`src/rtl/rgb2yuv_pkg.sv`:
```
`timescale 1ns / 1ps

package rgb2yuv_pkg;

   // One 2x2 pixel block with its edge flags
   typedef struct packed {
      logic [23:0] pixel_top_left;
      logic [23:0] pixel_top_right;
      logic [23:0] pixel_bottom_left;
      logic [23:0] pixel_bottom_right;
      logic        has_right;
      logic        has_below;
   } req_type;

   // Four luma samples and one chroma pair
   typedef struct packed {
      logic [7:0] luma_top_left;
      logic [7:0] luma_top_right;
      logic [7:0] luma_bottom_left;
      logic [7:0] luma_bottom_right;
      logic [7:0] chroma_blue;
      logic [7:0] chroma_red;
   } rsp_type;

   // Luma weights (sum 255)
   localparam logic [7:0] LumaWeightRed   = 8'd54;
   localparam logic [7:0] LumaWeightGreen = 8'd183;
   localparam logic [7:0] LumaWeightBlue  = 8'd18;

   // Chroma weight magnitudes; signs are applied in the datapath
   localparam logic [7:0] CbWeightRed     = 8'd29;
   localparam logic [7:0] CbWeightGreen   = 8'd99;
   localparam logic [7:0] CbWeightBlue    = 8'd128;
   localparam logic [7:0] CrWeightRed     = 8'd128;
   localparam logic [7:0] CrWeightGreen   = 8'd116;
   localparam logic [7:0] CrWeightBlue    = 8'd12;

   localparam logic [7:0] ChromaOffset    = 8'd128;

endpackage

```
`src/rtl/rgb2yuv_luma.sv`:
```
`timescale 1ns / 1ps

module rgb2yuv_luma (
   input  rgb2yuv_pkg::req_type  blk,
   output logic [3:0][7:0]       luma
);
   import rgb2yuv_pkg::*;

   logic [3:0][23:0] pix;
   logic [3:0]       present;

   assign pix[0] = blk.pixel_top_left;
   assign pix[1] = blk.pixel_top_right;
   assign pix[2] = blk.pixel_bottom_left;
   assign pix[3] = blk.pixel_bottom_right;

   assign present[0] = 1'b1;
   assign present[1] = blk.has_right;
   assign present[2] = blk.has_below;
   assign present[3] = blk.has_right & blk.has_below;

   // One weighted sum per pixel; absent pixels read as zero
   for (genvar i = 0; i < 4; i++) begin : g_lane
      logic [15:0] wsum;
      assign wsum = {8'd0, pix[i][23:16]} * {8'd0, LumaWeightRed}
                  + {8'd0, pix[i][15:8]}  * {8'd0, LumaWeightGreen}
                  + {8'd0, pix[i][7:0]}   * {8'd0, LumaWeightBlue};
      assign luma[i] = present[i] ? wsum[15:8] : 8'd0;
   end

endmodule

```
`src/rtl/rgb2yuv_chroma.sv`:
```
`timescale 1ns / 1ps

module rgb2yuv_chroma (
   input  rgb2yuv_pkg::req_type  blk,
   output logic [7:0]            chroma_blue,
   output logic [7:0]            chroma_red
);
   import rgb2yuv_pkg::*;

   logic [9:0]         sum_r, sum_g, sum_b;
   logic [7:0]         avg_r, avg_g, avg_b;
   logic [23:0]        px_tr, px_bl, px_br;
   logic [17:0]        cb_pos, cb_neg, cr_pos, cr_neg;
   logic signed [17:0] cb_lin, cr_lin;
   logic signed [10:0] cb_fin, cr_fin;

   // Saturate a signed result into 0..255
   function automatic logic [7:0] clamp_byte(input logic signed [10:0] v);
      logic [7:0] res;
      if (v < 0) begin
         res = 8'd0;
      end else if (v > 11'sd255) begin
         res = 8'd255;
      end else begin
         res = v[7:0];
      end
      return res;
   endfunction

   // Gate out the pixels that lie outside the frame
   assign px_tr = blk.has_right ? blk.pixel_top_right : 24'd0;
   assign px_bl = blk.has_below ? blk.pixel_bottom_left : 24'd0;
   assign px_br = (blk.has_right & blk.has_below) ? blk.pixel_bottom_right : 24'd0;

   // Channel sums, always divided by four
   assign sum_r = {2'd0, blk.pixel_top_left[23:16]} + {2'd0, px_tr[23:16]}
                + {2'd0, px_bl[23:16]} + {2'd0, px_br[23:16]};
   assign sum_g = {2'd0, blk.pixel_top_left[15:8]} + {2'd0, px_tr[15:8]}
                + {2'd0, px_bl[15:8]} + {2'd0, px_br[15:8]};
   assign sum_b = {2'd0, blk.pixel_top_left[7:0]} + {2'd0, px_tr[7:0]}
                + {2'd0, px_bl[7:0]} + {2'd0, px_br[7:0]};

   assign avg_r = sum_r[9:2];
   assign avg_g = sum_g[9:2];
   assign avg_b = sum_b[9:2];

   // Positive and negative partial sums, each below 2^16
   assign cb_pos = {10'd0, avg_b} * {10'd0, CbWeightBlue};
   assign cb_neg = {10'd0, avg_r} * {10'd0, CbWeightRed}
                 + {10'd0, avg_g} * {10'd0, CbWeightGreen};
   assign cr_pos = {10'd0, avg_r} * {10'd0, CrWeightRed};
   assign cr_neg = {10'd0, avg_g} * {10'd0, CrWeightGreen}
                 + {10'd0, avg_b} * {10'd0, CrWeightBlue};

   assign cb_lin = $signed(cb_pos) - $signed(cb_neg);
   assign cr_lin = $signed(cr_pos) - $signed(cr_neg);

   // Floor shift by 8, then add the offset
   assign cb_fin = $signed(cb_lin[17:8]) + $signed({3'd0, ChromaOffset});
   assign cr_fin = $signed(cr_lin[17:8]) + $signed({3'd0, ChromaOffset});

   assign chroma_blue = clamp_byte(cb_fin);
   assign chroma_red  = clamp_byte(cr_fin);

endmodule

```
`src/rtl/rgb_to_yuv420_block_core.sv`:
```
`timescale 1ns / 1ps

// RGB to YUV 4:2:0 converter for one 2x2 pixel block per transfer
// (BT.709 weights, full range, 8-bit fixed point). Each accepted block gives
// exactly one result: four luma samples, zero for pixels outside the frame,
// and one U/V pair from the channel sums of the present pixels divided by
// four, offset by 128 and clamped. Throughput is one block per clock while
// rsp_stall is low. A block taken into the input register passes through
// the conversion logic into the result register once that register is free
// or being taken, and is offered on rsp from then on.
// req_stall rises only when both registers hold blocks and rsp_stall is high.
module rgb_to_yuv420_block_core (
   input  logic                  clock,
   input  logic                  reset,
   input  logic                  req_valid,
   output logic                  req_stall,
   input  rgb2yuv_pkg::req_type  req_data,
   output logic                  rsp_valid,
   input  logic                  rsp_stall,
   output rgb2yuv_pkg::rsp_type  rsp_data
);
   import rgb2yuv_pkg::*;

   logic       in_valid_ff, in_valid_in;
   req_type    in_data_ff;
   logic       out_valid_ff, out_valid_in;
   rsp_type    out_data_ff, out_data_in;
   logic       req_take, advance;
   logic [3:0][7:0] luma;
   logic [7:0] cb, cr;

   // Handshake: input register moves on when the result register is free
   assign advance   = in_valid_ff & (~out_valid_ff | ~rsp_stall);
   assign req_stall = in_valid_ff & ~advance;
   assign req_take  = req_valid & ~req_stall;

   assign in_valid_in  = req_take | (in_valid_ff & ~advance);
   assign out_valid_in = advance | (out_valid_ff & rsp_stall);

   // Conversion datapath
   rgb2yuv_luma u_luma (
      .blk  (in_data_ff),
      .luma (luma)
   );

   rgb2yuv_chroma u_chroma (
      .blk         (in_data_ff),
      .chroma_blue (cb),
      .chroma_red  (cr)
   );

   always_comb begin
      out_data_in                   = out_data_ff;
      if (advance) begin
         out_data_in.luma_top_left     = luma[0];
         out_data_in.luma_top_right    = luma[1];
         out_data_in.luma_bottom_left  = luma[2];
         out_data_in.luma_bottom_right = luma[3];
         out_data_in.chroma_blue       = cb;
         out_data_in.chroma_red        = cr;
      end
   end

   // Control registers
   always_ff @(posedge clock) begin
      if (reset) begin
         in_valid_ff  <= 1'b0;
         out_valid_ff <= 1'b0;
      end else begin
         in_valid_ff  <= in_valid_in;
         out_valid_ff <= out_valid_in;
      end
   end

   // Payload registers
   always_ff @(posedge clock) begin
      if (req_take) begin
         in_data_ff <= req_data;
      end
      out_data_ff <= out_data_in;
   end

   assign rsp_valid = out_valid_ff;
   assign rsp_data  = out_data_ff;

endmodule

```
`config.mk`:
```
export PLATFORM = sky130hd
export DESIGN_NAME = rgb_to_yuv420_block_core
export DESIGN_NICKNAME = d
export VERILOG_FILES = /design/src/rtl/rgb2yuv_pkg.sv /design/src/rtl/rgb2yuv_luma.sv /design/src/rtl/rgb2yuv_chroma.sv /design/src/rtl/rgb_to_yuv420_block_core.sv
export SDC_FILE = /design/constraint.sdc
export NUM_CORES = 1
export LEC_CHECK = 0
export ABC_AREA = 1
export BUFFER_PORTS_ARGS = -buffer_cell sky130_fd_sc_hd__buf_2
export CORE_UTILIZATION = 55
export CTS_BUF_LIST = sky130_fd_sc_hd__clkbuf_2
export DETAILED_ROUTE_END_ITERATION = 7
export GPL_ROUTABILITY_DRIVEN = 0
export PLACE_DENSITY = 0.73
export SYNTH_ARGS = -nofsm -noshare
export SYNTH_HDL_FRONTEND = slang
export SYNTH_SLANG_ARGS = --single-unit
```
`constraint.sdc`:
```
create_clock -name clock -period 11 [get_ports clock]
set_clock_uncertainty 0.2 [all_clocks]
set_input_delay 1.1 -clock clock [delete_from_list [all_inputs] [get_ports clock]]
set_output_delay 1.1 -clock clock [all_outputs]
set_load 0.05 [all_outputs]
```
* Yosys cells after proc, flatten, opt, wreduce, memory -nomap -nowiden *
Cells that the tools add are included.

operators by class
  $add $sub $neg = 23
  multipliers = 16
  magnitude comparators = 4
  mux-type cells = 5
  bitwise logic cells = 12

operator list
  operator                                                                          count
  8-bit by 5-bit multiplier with 13-bit output, second input constant               6
  24-bit 2-to-1 mux                                                                 3
  14-bit by 16-bit adder with 16-bit output                                         4
  16-bit by 13-bit adder with 16-bit output                                         4
  8-bit by 8-bit multiplier with 16-bit output, second input constant               4
  10-bit by 8-bit adder with 10-bit output                                          6
  8-bit by 4-bit multiplier with 12-bit output, second input constant               4
  15-bit by 16-bit subtractor with 17-bit output                                    2
  8-bit by 8-bit adder with 9-bit output                                            3
  10-bit by 9-bit adder with 11-bit output, second input constant                   2
  11-bit by 9-bit greater-than comparator with 1-bit output, second input constant  2
  11-bit by 1-bit < comparator with 1-bit output, second input constant             2
  13-bit by 15-bit adder with 16-bit output                                         1
  15-bit by 12-bit adder with 16-bit output                                         1
  8-bit 2-to-1 mux                                                                  2
  8-bit by 7-bit multiplier with 15-bit output, second input constant               1
  8-bit by 2-bit multiplier with 10-bit output, second input constant               1
  1-bit bitwise AND                                                                 5
  1-bit inverter                                                                    4
  1-bit bitwise OR                                                                  3

storage, ports and cells
  register bits = 148
  input port bits = 102
  output and inout bits = 50
  word-level logic and storage cells = 74

* Depth between registers and ports, before layout *
  word-level depth = 10
  depth in mapped cells = 49
  mapped depth without buffers = 48

* Modules after synthesis *
From an unflattened synthesis, not the netlist that was laid out.

second synthesis, totals
  cell total of the unflattened synthesis = 3047
  area, all modules = 25540.7 um^2

modules (own cells, without submodules)
  module                    instances  cells an instance  area an instance (um^2)  sequential area each (um^2)
  rgb2yuv_luma              1          1829               13670.6                  0.0
  rgb2yuv_chroma            1          1060               7394.6                   0.0
  rgb_to_yuv420_block_core  1          158                4475.5                   4424.2

* Worst setup path before layout *
Ideal clock, no wire load.

  kind = reg2reg
  from = register in_data_ff[1] (netlist name)
  to = register out_data_ff (netlist bit rsp_data[3]), data pin
  library setup time = 259 ps
  arrival time = 8109 ps
  data required time = 10541 ps
  slack = 2432 ps
  cell stages (with the launch flop) = 45
  path buffers = 1
  clock period less this slack = 8568 ps
  path through = edfxtp_1 -> clkbuf_1 -> nand2_1 -> inv_1 -> ha_1 -> inv_1 -> fa_1 -> o21ai_0 -> xor2_1 -> fa_1 -> inv_1 -> ha_1 -> a21oi_1 -> nand2_1 -> xor2_1 -> ha_1 -> inv_1 -> xor2_1 -> [9 not listed] -> xnor2_1 -> inv_1 -> fa_1 -> inv_1 -> ha_1 -> nand2_2 -> nor2_1 -> nor2_1 -> nand3_2 -> a21oi_1 -> nor2_1 -> o21ai_0 -> inv_1 -> ha_1 -> nor2_1 -> nand3_2 -> nand3_4 -> a21oi_2

between the ends
  word-level cells in the longest chain between the ends = 10
  elaborated cells on any way between the ends = 20
  classes of those cells = add/sub (12); mul (2); order compare (2); mux (3); bitwise (1)

ends and longest elaborated chain
  element                                                                                                              RTL line                                    RTL
  from (decl)                                                                                                          rgb_to_yuv420_block_core.sv:25              req_type in_data_ff;
  from (signal assigned)                                                                                               rgb_to_yuv420_block_core.sv:78              in_data_ff <= req_data;
  24-bit 2-to-1 mux                                                                                                    rgb2yuv_chroma.sv:31                        assign px_tr = blk.has_right ? blk.pixel_top_right : 24'd0;
  8-bit by 8-bit adder with 9-bit output, on equally long branches                                                     rgb2yuv_chroma.sv:38, rgb2yuv_chroma.sv:40
  10-bit by 8-bit adder with 10-bit output, on equally long branches (2 in series)                                     rgb2yuv_chroma.sv:39, rgb2yuv_chroma.sv:41
  8-bit by 5-bit multiplier with 13-bit output / 8-bit by 2-bit multiplier with 10-bit output (equally long branches)  rgb2yuv_chroma.sv:52, rgb2yuv_chroma.sv:53
  15-bit by 12-bit adder with 16-bit output                                                                            rgb2yuv_chroma.sv:53                        + {10'd0, avg_b} * {10'd0, CrWeightBlue};
  15-bit by 16-bit subtractor with 17-bit output *                                                                     rgb2yuv_chroma.sv:56                        assign cr_lin = $signed(cr_pos) - $signed(cr_neg);
  10-bit by 9-bit adder with 11-bit output *                                                                           rgb2yuv_chroma.sv:60                        assign cr_fin = $signed(cr_lin[17:8]) + $signed({3'd0, ChromaOffset});
  11-bit by 9-bit greater-than comparator with 1-bit output                                                            rgb2yuv_chroma.sv:22                        end else if (v > 11'sd255) begin
  8-bit 2-to-1 mux                                                                                                     rgb2yuv_chroma.sv:22
  to (signal assigned)                                                                                                 rgb_to_yuv420_block_core.sv:80              out_data_ff <= out_data_in;
  to (decl)                                                                                                            rgb_to_yuv420_block_core.sv:27              rsp_type out_data_ff, out_data_in;

Every way passes the cells marked *; elsewhere a longest branch is shown, timed or not.
A chain may end at the register's enable or synchronous reset.

* Worst setup path after layout *
  from = register in_data_ff[1] (netlist name)
  to = register out_data_ff (netlist bit rsp_data[1]), data pin

Same word-level chain as after synthesis.

==> results.md <==
- Final worst slack: between 1 and 1.5 ns
- Synth top area share: between 20% and 30%
- Final core utilization: between 50% and 60%
- Largest net degree at the start of global routing: 65
- Max Fanout on Critical Path: 33
- Cell count after synthesis: between 2000 and 3000
- IO Count: roughly 150
- First-pass DRT Iterations: 6
- Least-Margin Pin Slew: roughly 0.92 ns
- Count of final hold-check violations: 0
- Crit-path most repeated cell: inv_1
- Reg2reg end: rsp_data[1]$_SDFFCE_PN0P_
- Top cells by area, synth: ha_1, fa_1, edfxtp_1, inv_1, nand2_1
- CTS buffer count: 17
- Fill cell count: approximately 3900
- CP startpoint: in_data_ff[1]$_DFFE_PP_
- Layout cells sized above 1: under 10%
- Hold-fix buffers at CTS: 0
- Mapped Area: ~25000 sq um
- CP endpoint kind: flip-flop
- PortBufs: about 150
- Post-synthesis simple-gate area fraction: around 9%
- Die Height: 214.1 microns
- Slowest cell on crit path: xor2_1
- Compound-cell area share of the yosys netlist: about 7%
- RSZ-0062 raised after global routing: false
- Worst R2R Path Depth: 43
- Crit share post-route: 86.63%
- Yosys cell types: 45
- CTS H-tree depth: 4
- Critical Path AT: approximately 10 ns
- FP Rows: between 70 and 80
- Remaining DRCs: 0
- Core ar.: 44320 sq um
- Outcome: finished, final reports clean
- Worst setup SP type: flip-flop
- Hold slack: roughly 0.14 ns
- Vias in the first global route: approximately 19000
- WL per Instance: approximately 15 microns
- Area delta synth->final: 6.939%
- WL final: roughly 54000 microns
- RR Startpoint: in_data_ff[1]$_DFFE_PP_
- CP required: about 12 ns
- Pre-CTS WS: 1.474 ns
- ANT nets after route: 0
- Yosys Warn Count: 0
- Worst skew pair latency: between 0.9 and 1 ns
- Synthesized area per cell: between 8 and 9 sq um
- Chip width: 214.1 microns
- Synth Area in Adders: 47.63%
- Buffers & Inverters on Critical Path: 12
- WHS Path Cells: 2
- Relative slew slack: 38.19%
- Final setup viols: 0
- Final Max Slew Viols: 0
- DP Wirelength: roughly 48000 microns
- Vias/cell: slightly above 5
- Initial antenna violation count: 1
- Hold WC Path Type: in2reg
- Sequential area share after synthesis: between 15 and 20%
- Largest area contributor in the netlist: ha_1
- Final net count: between 3000 and 4000
- Total negative slack: 0 ns
- Initial core utilization: between 50 and 60%
- Min Tclk post-route: around 9.5 ns
- Flop-to-flop setup slack: approximately 1.5 ns
- Syn Nets: 3633
- First-pass GRT wire length: between 90000 and 100000 microns
- CTS tree: done
- Delay-heaviest family, CP: adder cells
- Total grt overflow: 0
- Hold Startpoint: reset
- Clk pin slew, worst setup/hold paths: between 0.2 and 0.25 ns
- Max Fclk: around 100 MHz
- Maxcap violations: 0
- Seq cells post-synth: ~150
- Setup CP Type: reg2reg
- Multi-input logic area: ~17000 sq um
- Crit-path max cell delay: 0.59 ns
- Tot GR Track Use: between 20% and 30%
- Hold path endpoint: in_valid_ff$_SDFF_PP0_
- Initial drt markers: 909
- Register area: around 4400 sq um
- Vias: 17982
- Xor/xnor cell area share of the yosys netlist: about 4.6%
- Die area: approximately 46000 sq um
- CTS Buffer Depth: 2
- Clock root buffer: clkbuf_2
- Setup repair bufs after CTS: 0
- CTS sink count: approximately 150
- Largest family of logic cells by synthesized area: adder cells
- Cts repair resizes: 0
- Post-synthesis mux area share: 0%
## cell type report
type                       instances  area share [%]
multi-input combinational       1729           64.19
sequential                       148           16.72
inverter                         877           12.45
timing repair buffer             155           2.970
tap                              592           2.800
clock inverter                    11          0.5202
clock buffer                      18          0.3405
antenna                            1        0.009459
## worst reg2reg max path, delay by kind of cell (launching register included)
kind	cells	cell delay (ns)
DFF	1	0.38
AOI/OAI and AO/OA	9	1.57
xor gates and xnor gates	4	0.99
buffers and inverters	12	1.11
and+or+nand+nor	7	0.81
adders and majority gates	11	4.35
## cells by family (layout without fill, tap and decap cells)
group                    Yosys count  in the layout
other                              0              1
AO/OA/AOI/OAI                    306            306
AND/OR/NAND/NOR                  530            530
flip-flops                       148            148
adder cells (fa/ha/maj)          766            766
XOR/XNOR                         127            127
buffers and inverters            888           1061
## synthesized netlist by cell type, drive strengths merged
master	instances
ha	473
a21o	11
edfxtp	146
o21bai	24
o211ai	3
o21a	8
a211oi	1
inv	877
o21ai	62
a21oi	179
or2	3
buf	3
nor2	89
nand3b	1
fa	293
xor2	90
nand3	72
a21boi	2
xnor2	37
dfxtp	2
a31oi	7
nand2	337
nor4	2
nor3	14
clkbuf	8
a22o	1
o311ai	2
nand4	12
o31ai	3
a31o	3
## cell usage in the layout (no fill, tap or decap), drive strengths merged, types with 18 or more instances in the layout
| cell type | Yosys | routed |
|---|---|---|
| xor2 | 90 | 90 |
| o21ai | 62 | 62 |
| nand2 | 337 | 337 |
| nand3 | 72 | 72 |
| xnor2 | 37 | 37 |
| clkbuf | 8 | 18 |
| edfxtp | 146 | 146 |
| a21oi | 179 | 179 |
| ha | 473 | 473 |
| buf | 3 | 155 |
| inv | 877 | 878 |
| fa | 293 | 293 |
| nor2 | 89 | 89 |
| o21bai | 24 | 24 |
## metrics by stage
step,cells,cell area [sq um]
finish,3531,26460
floorplan,2765,24740
detailed placement,3501,26230
CTS,3530,26450
global placement,3501,26230
global route,3531,26460
## flip-flops by register name, indices dropped and copies added (netlist names)
signal / flops
in_valid_ff: 1
rsp_valid: 1
rsp_data: 48
in_data_ff: 98
## worst max-delay path by stage
stage / to / slack [ns] / cells past startpoint
3_5_place_dp: rsp_data[6]$_SDFFCE_PN0P_ / 1.47 / 43
4_1_cts: rsp_data[6]$_SDFFCE_PN0P_ / 1.46 / 43
2_1_floorplan: rsp_data[3]$_SDFFCE_PN0P_ / 2.43 / 44
3_3_place_gp: rsp_data[2]$_SDFFCE_PN0P_ / 1.83 / 43
6_report: rsp_data[1]$_SDFFCE_PN0P_ / 1.47 / 43
5_1_grt: rsp_data[5]$_SDFFCE_PN0P_ / 0.63 / 43
## per-layer routing
| layer | vias to the layer above | routed length (microns) | global-route usage, % |
|---|---|---|---|
| li1 | 8828 | - | - |
| met1 | 8656 | 23440 | 31.22 |
| met2 | 392 | 26660 | 43.77 |
| met3 | 106 | 2035 | 3.745 |
| met4 | 0 | 1842 | 9.786 |
| met5 | - | 0 | 0 |
Power is left out: the tool's default activity adds up to more than one toggle a clock period on the data nets, which glitch-free logic cannot reach.
